==> src/design/prtd_pkg.sv <==
// shared constants and controller/datapath interface types for the prime range tester
`default_nettype none

package prtd_pkg;

    // width of the candidate, echo and count fields
    localparam int FIELD_BITS = 16;

    // default width of the value under test
    localparam int VALUE_BITS_DEFAULT = 16;

    // remainder bits resolved per cycle by the shared divider
    localparam int DIV_STEPS = 4;

    // first odd trial divisor and its square
    localparam int DIV_FIRST = 3;
    localparam int SQ_FIRST  = 9;

    // saturation limit of the prime count
    localparam logic [FIELD_BITS-1:0] COUNT_MAX = '1;

    // controller to datapath commands
    typedef struct packed {
        logic load;       // capture a new candidate
        logic div_start;  // begin a remainder computation for the current divisor
        logic div_step;   // resolve the next group of remainder bits
        logic div_next;   // advance to the next odd divisor
        logic finish;     // update the count and fill the output register
        logic verdict;    // prime decision that goes with finish
    } prtd_cmd_t;

    // datapath to controller status
    typedef struct packed {
        logic is_low;     // value is 0 or 1
        logic is_two;     // value is 2
        logic is_even;    // value is even
        logic sq_gt_n;    // divisor squared exceeds the value
        logic div_last;   // current step is the final one of the remainder
        logic rem_zero;   // remainder is zero
    } prtd_status_t;

endpackage

`default_nettype wire

==> src/design/prtd_in_if.sv <==
// candidate channel: valid/ready handshake with the input item payload
`default_nettype none

interface prtd_in_if;
    import prtd_pkg::*;

    logic                  valid;
    logic                  ready;
    logic [FIELD_BITS-1:0] candidate;
    logic                  first_in_range;
    logic                  last_in_range;

    modport source (output valid, output candidate, output first_in_range,
                    output last_in_range, input ready);
    modport sink   (input valid, input candidate, input first_in_range,
                    input last_in_range, output ready);
endinterface

`default_nettype wire

==> src/design/prtd_out_if.sv <==
// result channel: valid/ready handshake with the result item payload
`default_nettype none

interface prtd_out_if;
    import prtd_pkg::*;

    logic                  valid;
    logic                  ready;
    logic [FIELD_BITS-1:0] tested_value;
    logic                  prime_flag;
    logic [FIELD_BITS-1:0] prime_count;
    logic                  range_done;

    modport source (output valid, output tested_value, output prime_flag,
                    output prime_count, output range_done, input ready);
    modport sink   (input valid, input tested_value, input prime_flag,
                    input prime_count, input range_done, output ready);
endinterface

`default_nettype wire

==> src/design/prtd_datapath.sv <==
// datapath: value, divisor, square tracker, shared remainder unit, count and output register
`default_nettype none

module prtd_datapath #(
    parameter int VALUE_BITS = prtd_pkg::VALUE_BITS_DEFAULT
) (
    input  wire logic                            clk,
    input  wire logic                            rst_n,
    input  wire prtd_pkg::prtd_cmd_t             cmd,
    output prtd_pkg::prtd_status_t               status,
    input  wire logic [prtd_pkg::FIELD_BITS-1:0] candidate,
    input  wire logic                            first_in_range,
    input  wire logic                            last_in_range,
    output logic [prtd_pkg::FIELD_BITS-1:0]      tested_value,
    output logic                                 prime_flag,
    output logic [prtd_pkg::FIELD_BITS-1:0]      prime_count,
    output logic                                 range_done
);
    import prtd_pkg::*;

    localparam int SQ_W       = VALUE_BITS + 4;
    localparam int DIV_CYCLES = (VALUE_BITS + DIV_STEPS - 1) / DIV_STEPS;
    localparam int PAD_W      = DIV_CYCLES * DIV_STEPS;
    localparam int CNT_W      = (DIV_CYCLES > 1) ? $clog2(DIV_CYCLES) : 1;

    logic [VALUE_BITS-1:0] value_reg;
    logic                  first_reg;
    logic                  last_reg;
    logic [VALUE_BITS-1:0] div_reg;
    logic [SQ_W-1:0]       sq_reg;
    logic [PAD_W-1:0]      shift_reg;
    logic [VALUE_BITS:0]   rem_reg;
    logic [VALUE_BITS:0]   rem_next;
    logic [CNT_W-1:0]      cnt_reg;
    logic [FIELD_BITS-1:0] count_reg;
    logic [FIELD_BITS-1:0] count_next;
    logic [FIELD_BITS-1:0] count_base;

    // several restoring division steps per cycle, dividend msb first
    always_comb
    begin
        logic [VALUE_BITS:0] trial;
        rem_next = rem_reg;
        for (int i = 0; i < DIV_STEPS; i++)
        begin
            trial = {rem_next[VALUE_BITS-1:0], shift_reg[PAD_W-1-i]};
            if (trial >= {1'b0, div_reg})
            begin
                rem_next = trial - {1'b0, div_reg};
            end
            else
            begin
                rem_next = trial;
            end
        end
    end

    // status toward the controller
    always_comb
    begin
        status.is_low   = (value_reg <= VALUE_BITS'(1));
        status.is_two   = (value_reg == VALUE_BITS'(2));
        status.is_even  = !value_reg[0];
        status.sq_gt_n  = (sq_reg > SQ_W'(value_reg));
        status.div_last = (cnt_reg == CNT_W'(DIV_CYCLES - 1));
        status.rem_zero = (rem_reg == '0);
    end

    // saturating running count, cleared by the first-of-range mark
    always_comb
    begin
        count_base = first_reg ? '0 : count_reg;
        count_next = count_base;
        if (cmd.verdict && (count_base != COUNT_MAX))
        begin
            count_next = count_base + FIELD_BITS'(1);
        end
    end

    // running count and divider step counter
    always_ff @(posedge clk or negedge rst_n)
    begin
        if (!rst_n)
        begin
            count_reg <= '0;
            cnt_reg   <= '0;
        end
        else
        begin
            if (cmd.finish)
            begin
                count_reg <= count_next;
            end
            if (cmd.div_start)
            begin
                cnt_reg <= '0;
            end
            else if (cmd.div_step)
            begin
                cnt_reg <= cnt_reg + CNT_W'(1);
            end
        end
    end

    // candidate capture, divisor walk and remainder unit
    always_ff @(posedge clk)
    begin
        if (cmd.load)
        begin
            value_reg <= VALUE_BITS'(candidate);
            first_reg <= first_in_range;
            last_reg  <= last_in_range;
            div_reg   <= VALUE_BITS'(DIV_FIRST);
            sq_reg    <= SQ_W'(SQ_FIRST);
        end
        else if (cmd.div_next)
        begin
            // (d+2)^2 = d^2 + 4d + 4
            div_reg <= div_reg + VALUE_BITS'(2);
            sq_reg  <= sq_reg + SQ_W'({div_reg, 2'b00}) + SQ_W'(4);
        end
        if (cmd.div_start)
        begin
            shift_reg <= PAD_W'(value_reg);
            rem_reg   <= '0;
        end
        else if (cmd.div_step)
        begin
            shift_reg <= shift_reg << DIV_STEPS;
            rem_reg   <= rem_next;
        end
    end

    // output register
    always_ff @(posedge clk)
    begin
        if (cmd.finish)
        begin
            tested_value <= FIELD_BITS'(value_reg);
            prime_flag   <= cmd.verdict;
            prime_count  <= count_next;
            range_done   <= last_reg;
        end
    end

endmodule

`default_nettype wire

==> src/design/prtd_ctrl.sv <==
// controller: sequences classification, divisor trials and result hand-off
`default_nettype none

module prtd_ctrl (
    input  wire logic                   clk,
    input  wire logic                   rst_n,
    input  wire logic                   in_valid,
    output logic                        in_ready,
    output logic                        out_valid,
    input  wire logic                   out_ready,
    input  wire prtd_pkg::prtd_status_t status,
    output prtd_pkg::prtd_cmd_t         cmd
);
    import prtd_pkg::*;

    typedef enum logic [2:0] {
        S_IDLE,
        S_CLASSIFY,
        S_TEST,
        S_DIV,
        S_REM,
        S_FINISH
    } state_t;

    state_t state_reg;
    logic   verdict_reg;
    logic   out_valid_reg;

    assign in_ready  = (state_reg == S_IDLE);
    assign out_valid = out_valid_reg;

    // command decode
    always_comb
    begin
        cmd         = '0;
        cmd.verdict = verdict_reg;
        unique case (state_reg)
            S_IDLE:     cmd.load      = in_valid;
            S_CLASSIFY: cmd.load      = 1'b0;
            S_TEST:     cmd.div_start = !status.sq_gt_n;
            S_DIV:      cmd.div_step  = 1'b1;
            S_REM:      cmd.div_next  = !status.rem_zero;
            S_FINISH:   cmd.finish    = !out_valid_reg || out_ready;
            default:    cmd.load      = 1'b0;
        endcase
    end

    // state and registered outputs
    always_ff @(posedge clk or negedge rst_n)
    begin
        if (!rst_n)
        begin
            state_reg     <= S_IDLE;
            verdict_reg   <= 1'b0;
            out_valid_reg <= 1'b0;
        end
        else
        begin
            // output register fill and drain
            if (cmd.finish)
            begin
                out_valid_reg <= 1'b1;
            end
            else if (out_valid_reg && out_ready)
            begin
                out_valid_reg <= 1'b0;
            end
            unique case (state_reg)
                S_IDLE:
                begin
                    if (in_valid)
                    begin
                        state_reg <= S_CLASSIFY;
                    end
                end
                S_CLASSIFY:
                begin
                    if (status.is_two)
                    begin
                        verdict_reg <= 1'b1;
                        state_reg   <= S_FINISH;
                    end
                    else if (status.is_low || status.is_even)
                    begin
                        verdict_reg <= 1'b0;
                        state_reg   <= S_FINISH;
                    end
                    else
                    begin
                        state_reg <= S_TEST;
                    end
                end
                S_TEST:
                begin
                    if (status.sq_gt_n)
                    begin
                        verdict_reg <= 1'b1;
                        state_reg   <= S_FINISH;
                    end
                    else
                    begin
                        state_reg <= S_DIV;
                    end
                end
                S_DIV:
                begin
                    if (status.div_last)
                    begin
                        state_reg <= S_REM;
                    end
                end
                S_REM:
                begin
                    if (status.rem_zero)
                    begin
                        verdict_reg <= 1'b0;
                        state_reg   <= S_FINISH;
                    end
                    else
                    begin
                        state_reg <= S_TEST;
                    end
                end
                S_FINISH:
                begin
                    if (cmd.finish)
                    begin
                        state_reg <= S_IDLE;
                    end
                end
                default:
                begin
                    state_reg <= S_IDLE;
                end
            endcase
        end
    end

endmodule

`default_nettype wire

==> src/design/prime_range_trial_division_unit.sv <==
// Prime range tester: trial-division primality test on a stream of candidates.
//
// in_chan (sink) takes one candidate per transaction together with the
// first_in_range / last_in_range marks; out_chan (source) returns one result
// per candidate: the tested value, its prime flag, the running prime count of
// the range (cleared by first_in_range, saturating at all ones) and range_done.
// One candidate is worked on at a time. A candidate is classified in the
// classify state (0, 1, 2 and even values finish at once); an odd value then
// tries odd divisors d = 3, 5, ... while d*d <= value. Each divisor passes a
// test state, then divide steps in the shared remainder unit, which resolves
// four remainder bits per cycle, then a remainder check; trials stop at the
// first divisor that divides. For 16-bit values at most 127 divisors are tried.
// The next candidate is taken once the current result has moved into the
// output register, so a finished result may wait on a stalled receiver while
// a new candidate is already being tested; the tester only stalls when a
// second result is ready and the output register is still full.
// Reset (rst_n, asynchronous, active low) clears the prime count and empties
// the output register.
`default_nettype none

module prime_range_trial_division_unit #(
    parameter int VALUE_BITS = prtd_pkg::VALUE_BITS_DEFAULT
) (
    input wire logic clk,
    input wire logic rst_n,
    prtd_in_if.sink  in_chan,
    prtd_out_if.source out_chan
);
    import prtd_pkg::*;

    prtd_cmd_t    cmd;
    prtd_status_t status;

    prtd_ctrl u_ctrl (
        .clk       (clk),
        .rst_n     (rst_n),
        .in_valid  (in_chan.valid),
        .in_ready  (in_chan.ready),
        .out_valid (out_chan.valid),
        .out_ready (out_chan.ready),
        .status    (status),
        .cmd       (cmd)
    );

    prtd_datapath #(
        .VALUE_BITS (VALUE_BITS)
    ) u_datapath (
        .clk            (clk),
        .rst_n          (rst_n),
        .cmd            (cmd),
        .status         (status),
        .candidate      (in_chan.candidate),
        .first_in_range (in_chan.first_in_range),
        .last_in_range  (in_chan.last_in_range),
        .tested_value   (out_chan.tested_value),
        .prime_flag     (out_chan.prime_flag),
        .prime_count    (out_chan.prime_count),
        .range_done     (out_chan.range_done)
    );

    // a result only enters the output register when it is free
    assert property (@(posedge clk) disable iff (!rst_n)
        cmd.finish |-> (!out_chan.valid || out_chan.ready))
        else $error("result written over a pending transaction");

    // one candidate at a time: no new transaction right after one is taken
    assert property (@(posedge clk) disable iff (!rst_n)
        (in_chan.valid && in_chan.ready) |=> !in_chan.ready)
        else $error("input taken while a candidate is in work");

    // a prime result is odd or two
    assert property (@(posedge clk) disable iff (!rst_n)
        (out_chan.valid && out_chan.prime_flag) |->
        (out_chan.tested_value[0] || (out_chan.tested_value == FIELD_BITS'(2))))
        else $error("even value other than two flagged prime");

    // a new result always comes from a finish command
    assert property (@(posedge clk) disable iff (!rst_n)
        $rose(out_chan.valid) |-> $past(cmd.finish))
        else $error("result transaction without a finish");

endmodule

`default_nettype wire
==> src/flat_wrapper.sv <==
// flat-port wrapper written by rule: the top's interface ports become plain ports
module prime_range_trial_division_unit_flat import prtd_pkg::*;
#(
    parameter int VALUE_BITS = prtd_pkg::VALUE_BITS_DEFAULT
)
  (clk, rst_n, in_chan_valid, in_chan_candidate, in_chan_first_in_range, in_chan_last_in_range, in_chan_ready, out_chan_valid, out_chan_tested_value, out_chan_prime_flag, out_chan_prime_count, out_chan_range_done, out_chan_ready);
  prtd_in_if in_chan_i ();
  prtd_out_if out_chan_i ();
  input wire logic clk;
  input wire logic rst_n;
  input wire logic [$bits(in_chan_i.valid)-1:0] in_chan_valid;
  input wire logic [$bits(in_chan_i.candidate)-1:0] in_chan_candidate;
  input wire logic [$bits(in_chan_i.first_in_range)-1:0] in_chan_first_in_range;
  input wire logic [$bits(in_chan_i.last_in_range)-1:0] in_chan_last_in_range;
  output wire logic [$bits(in_chan_i.ready)-1:0] in_chan_ready;
  output wire logic [$bits(out_chan_i.valid)-1:0] out_chan_valid;
  output wire logic [$bits(out_chan_i.tested_value)-1:0] out_chan_tested_value;
  output wire logic [$bits(out_chan_i.prime_flag)-1:0] out_chan_prime_flag;
  output wire logic [$bits(out_chan_i.prime_count)-1:0] out_chan_prime_count;
  output wire logic [$bits(out_chan_i.range_done)-1:0] out_chan_range_done;
  input wire logic [$bits(out_chan_i.ready)-1:0] out_chan_ready;
  assign in_chan_i.valid = in_chan_valid;
  assign in_chan_i.candidate = in_chan_candidate;
  assign in_chan_i.first_in_range = in_chan_first_in_range;
  assign in_chan_i.last_in_range = in_chan_last_in_range;
  assign in_chan_ready = in_chan_i.ready;
  assign out_chan_valid = out_chan_i.valid;
  assign out_chan_tested_value = out_chan_i.tested_value;
  assign out_chan_prime_flag = out_chan_i.prime_flag;
  assign out_chan_prime_count = out_chan_i.prime_count;
  assign out_chan_range_done = out_chan_i.range_done;
  assign out_chan_i.ready = out_chan_ready;
  prime_range_trial_division_unit #(.VALUE_BITS(VALUE_BITS)) u_core (.clk(clk), .rst_n(rst_n), .in_chan(in_chan_i), .out_chan(out_chan_i));
endmodule
==> config.mk <==
export PLATFORM = sky130hd
export DESIGN_NAME = prime_range_trial_division_unit_flat
export DESIGN_NICKNAME = d
export VERILOG_FILES = /design/src/design/prtd_pkg.sv /design/src/design/prtd_in_if.sv /design/src/design/prtd_out_if.sv /design/src/design/prtd_datapath.sv /design/src/design/prtd_ctrl.sv /design/src/design/prime_range_trial_division_unit.sv /design/src/flat_wrapper.sv
export SDC_FILE = /design/constraint.sdc
export NUM_CORES = 1
export LEC_CHECK = 0
export BUFFER_PORTS_ARGS = -buffer_cell sky130_fd_sc_hd__buf_2
export CORE_MARGIN = 2
export CORE_UTILIZATION = 65
export CTS_BUF_LIST = sky130_fd_sc_hd__clkbuf_8
export DETAILED_ROUTE_END_ITERATION = 6
export PLACE_DENSITY = 0.89
export SLEW_MARGIN = 25
export SYNTH_ARGS = -nofsm -noshare
export SYNTH_HDL_FRONTEND = slang
export SYNTH_SLANG_ARGS = --single-unit
==> constraint.sdc <==
create_clock -name clk -period 16.45 [get_ports clk]
set_input_delay 1.645 -clock clk [delete_from_list [all_inputs] [get_ports clk]]
set_output_delay 1.645 -clock clk [all_outputs]
set_load 0.05 [all_outputs]
==> impl_results.md <==
- Area grow syn2layout: 8.24%
- Post-synth EDFFs: 68
- Layout cells sized above 1: 10.3%
- Fin nets: 1304
- Worst Skew: 0.0126 ns
- Main synth FF type: edfxtp_1
- Syn. warnings: 0
- CTS Hold Bufs: 0
- Synth area leaders: edfxtp_1, ha_1, dfxtp_1
- CTS tree: built
- Final Critical Period: 11.77 ns
- Kind of critical path: register to register
- Routability cong.: 0.955
- Synth top area share: 20.3%
- Async SR Flop Fraction: 16.4%
- CP max FO: 27
- IO Pins: 58
- Distinct cells, synth: 63
- Avg Synthesized Cell Area: 9.00 um2
- Largest net degree at the start of global routing: 47
- Core Area: 15100 um2
- # resized after CTS: 0
- Required @ worst endpoint: about 17 ns
- DR pass1 iterations: 5
- Via density: roughly 6.3
- Number of diodes: 0
- Highest routed metal layer: met4
- Final Routed Wirelength: between 20 and 25 mm
- Detailed-placement wirelength estimate: approximately 19 mm
- Critical Path AT: 12.08 ns
- F_max: 85.0 MHz
- Clk sinks: 140
- M1 wire length: 10.4 mm
- Latest clock arrival within the worst-skew pair: about 0.47 ns
- CP max stage cell: o31a_1
- Largest stage delay, worst path: 0.86 ns
- Net Count, Synth: 1252
- Setup TNS: 0 ns
- Bufs on Longest Clock Path: 2
- Startpoint types: register
- Detail Route Antenna Nets: 0
- Worst-margin pin slew: 0.980 ns
- Drt wl/cell: 18.0 um
- First-pass GRT wire length: 40.5 mm
- Via Count: 8575
- Residual DRC: 0
- Die area: 16400 um2
- First-iteration detailed-routing DRC count: slightly below 800
- Final setup vio count: 0
- Final hold vios: 0
- # rows: 45
- Post-CTS setup buffers: 0
- Post-synthesis register bit count: 140
- CTS Root Cell: clkbuf_8
- Type of the worst min-delay path: register to register
- GRT overflow: 0
- Fin crit share: 71.6%
- PortBufs: 57
- Sequential-to-total area share from yosys stat: 35.9%
- CP Capture Type: register
- Syn Inst Count: 1115
- Vias in the first global route: 8437
- H-tree Lvls: 4
- Cell Area, Synth: about 10000 um2
- Starting Density: 66.3%
- Clk pin slew, worst setup/hold paths: 0.09 ns
- Slew margin rel.: 34.7%
- RSZ-0062 raised after global routing: false
- CTS buffer count: 17
- Die Width: 128 um
- GRT Overall Usage: 31.1%
- Final Max Tran Viols: 0
- Die Height: 128 um
- Max cap viols: 0
- Cell taking the most area after synthesis: edfxtp_1
- Met3 routed WL: about 1.7 mm
- Outcome: finished clean
- Met2 WL: 12.0 mm
- Initial antenna violation count: 0
- Fillers: about 1100
## area by class of cell
type                            count  area, um2  area share, %
Clock buffer                       17        234           2.15
Clock inverter                     15        163           1.50
Inverter                           65        244           2.25
Multi-Input combinational cell    883       6080           56.0
Sequential cell                   140       3600           33.1
Tap cell                          188        235           2.17
Timing Repair Buffer               60        308           2.83
## cells in the mapped netlist (5+ instances only)
cell,n
xor2_1,30
dfxtp_1,49
nand3_1,32
o21a_1,9
fa_1,5
inv_1,65
o21bai_1,15
a21o_1,30
xnor2_1,64
nand2b_1,8
nor4_1,9
a21oi_1,81
edfxtp_1,68
ha_1,110
dfrtp_1,23
nand2_1,155
o21ai_1,10
nor2b_1,11
and2_1,5
nand4_1,19
and3_1,9
mux2_2,20
a211oi_1,8
clkbuf_1,23
or3_1,8
o21ai_0,79
nor3_1,24
mux2i_1,20
nor2_1,66
o211ai_1,6
## cell usage in the layout (no fill, tap or decap), drive strengths merged, types with 15 or more instances in the layout
cell type and n:
buf 60, mux2 20, inv 69, ha 110
nor3 24, o21ai 89, mux2i 20, xnor2 64
nand2 155, o21bai 15, nand4 19, dfxtp 49
a21oi 81, nor2 66, dfrtp 23, a21o 30
nand3 33, clkbuf 17, xor2 30, edfxtp 68
## kinds of logic after synthesis
logic type / Yosys count / synth area share [%]
and+or+nand+nor: 362 / 16.7
AOI/OAI and AO/OA: 272 / 16.7
DFF: 140 / 35.9
adders and majority gates: 115 / 14.7
xor gates and xnor gates: 94 / 8.20
buffers and inverters: 92 / 3.64
muxes: 40 / 4.24
## routing by layer
metal  up-vias  global-route usage [%]
li1       4118                       -
met1      4070                    40.1
met2       325                    52.3
met3        62                    6.30
met4         0                    10.7
met5         -                       0
## per-stage QoR
step	util [%]	instances	worst slack, ns	cell area, um2	hold slack [ns]
floorplan	-	1115	7.14	10000	0.400
global placement	69.1	1336	5.37	10500	0.402
detailed placement	69.1	1336	4.98	10500	0.435
CTS	71.7	1368	4.85	10900	0.459
global route	71.7	1368	3.78	10900	0.450
finish	71.7	1368	4.68	10900	0.460
## path summary, 6_finish.rpt
| kind | from | endpoint | slack, ns | cells past startpoint |
|---|---|---|---|---|
| max in group asynchronous | rst_n | u_core.u_datapath.count_reg[10]$_DFFE_PN0P_ | 14.93 | 1 |
| max reg2reg | u_core.u_datapath.div_reg[1]$_SDFFE_PP1P_ | u_core.u_datapath.rem_reg[3]$_SDFFE_PP0P_ | 4.68 | 37 |
| min in group asynchronous | rst_n | u_core.u_ctrl.out_valid$_DFFE_PN0P_ | 1.15 | 1 |
| max | u_core.u_datapath.div_reg[1]$_SDFFE_PP1P_ | u_core.u_datapath.rem_reg[3]$_SDFFE_PP0P_ | 4.68 | 37 |
| min | u_core.u_datapath.last_reg$_DFFE_PP_ | u_core.u_datapath.range_done$_DFFE_PP_ | 0.46 | 0 |
| min reg2reg | u_core.u_datapath.last_reg$_DFFE_PP_ | u_core.u_datapath.range_done$_DFFE_PP_ | 0.46 | 0 |
## critical path, delay by kind of cell, from the launching register on
family / cells / cell delay, ns
and+or+nand+nor: 5 / 1.73
DFF: 1 / 0.46
adders and majority gates: 4 / 1.42
buffers and inverters: 1 / 0.24
AOI/OAI and AO/OA: 23 / 6.44
muxes: 2 / 0.72
xor gates and xnor gates: 2 / 0.57
Power is not shown: default switching activity piles up to over one toggle a cycle in this logic, so the estimate is an artifact.
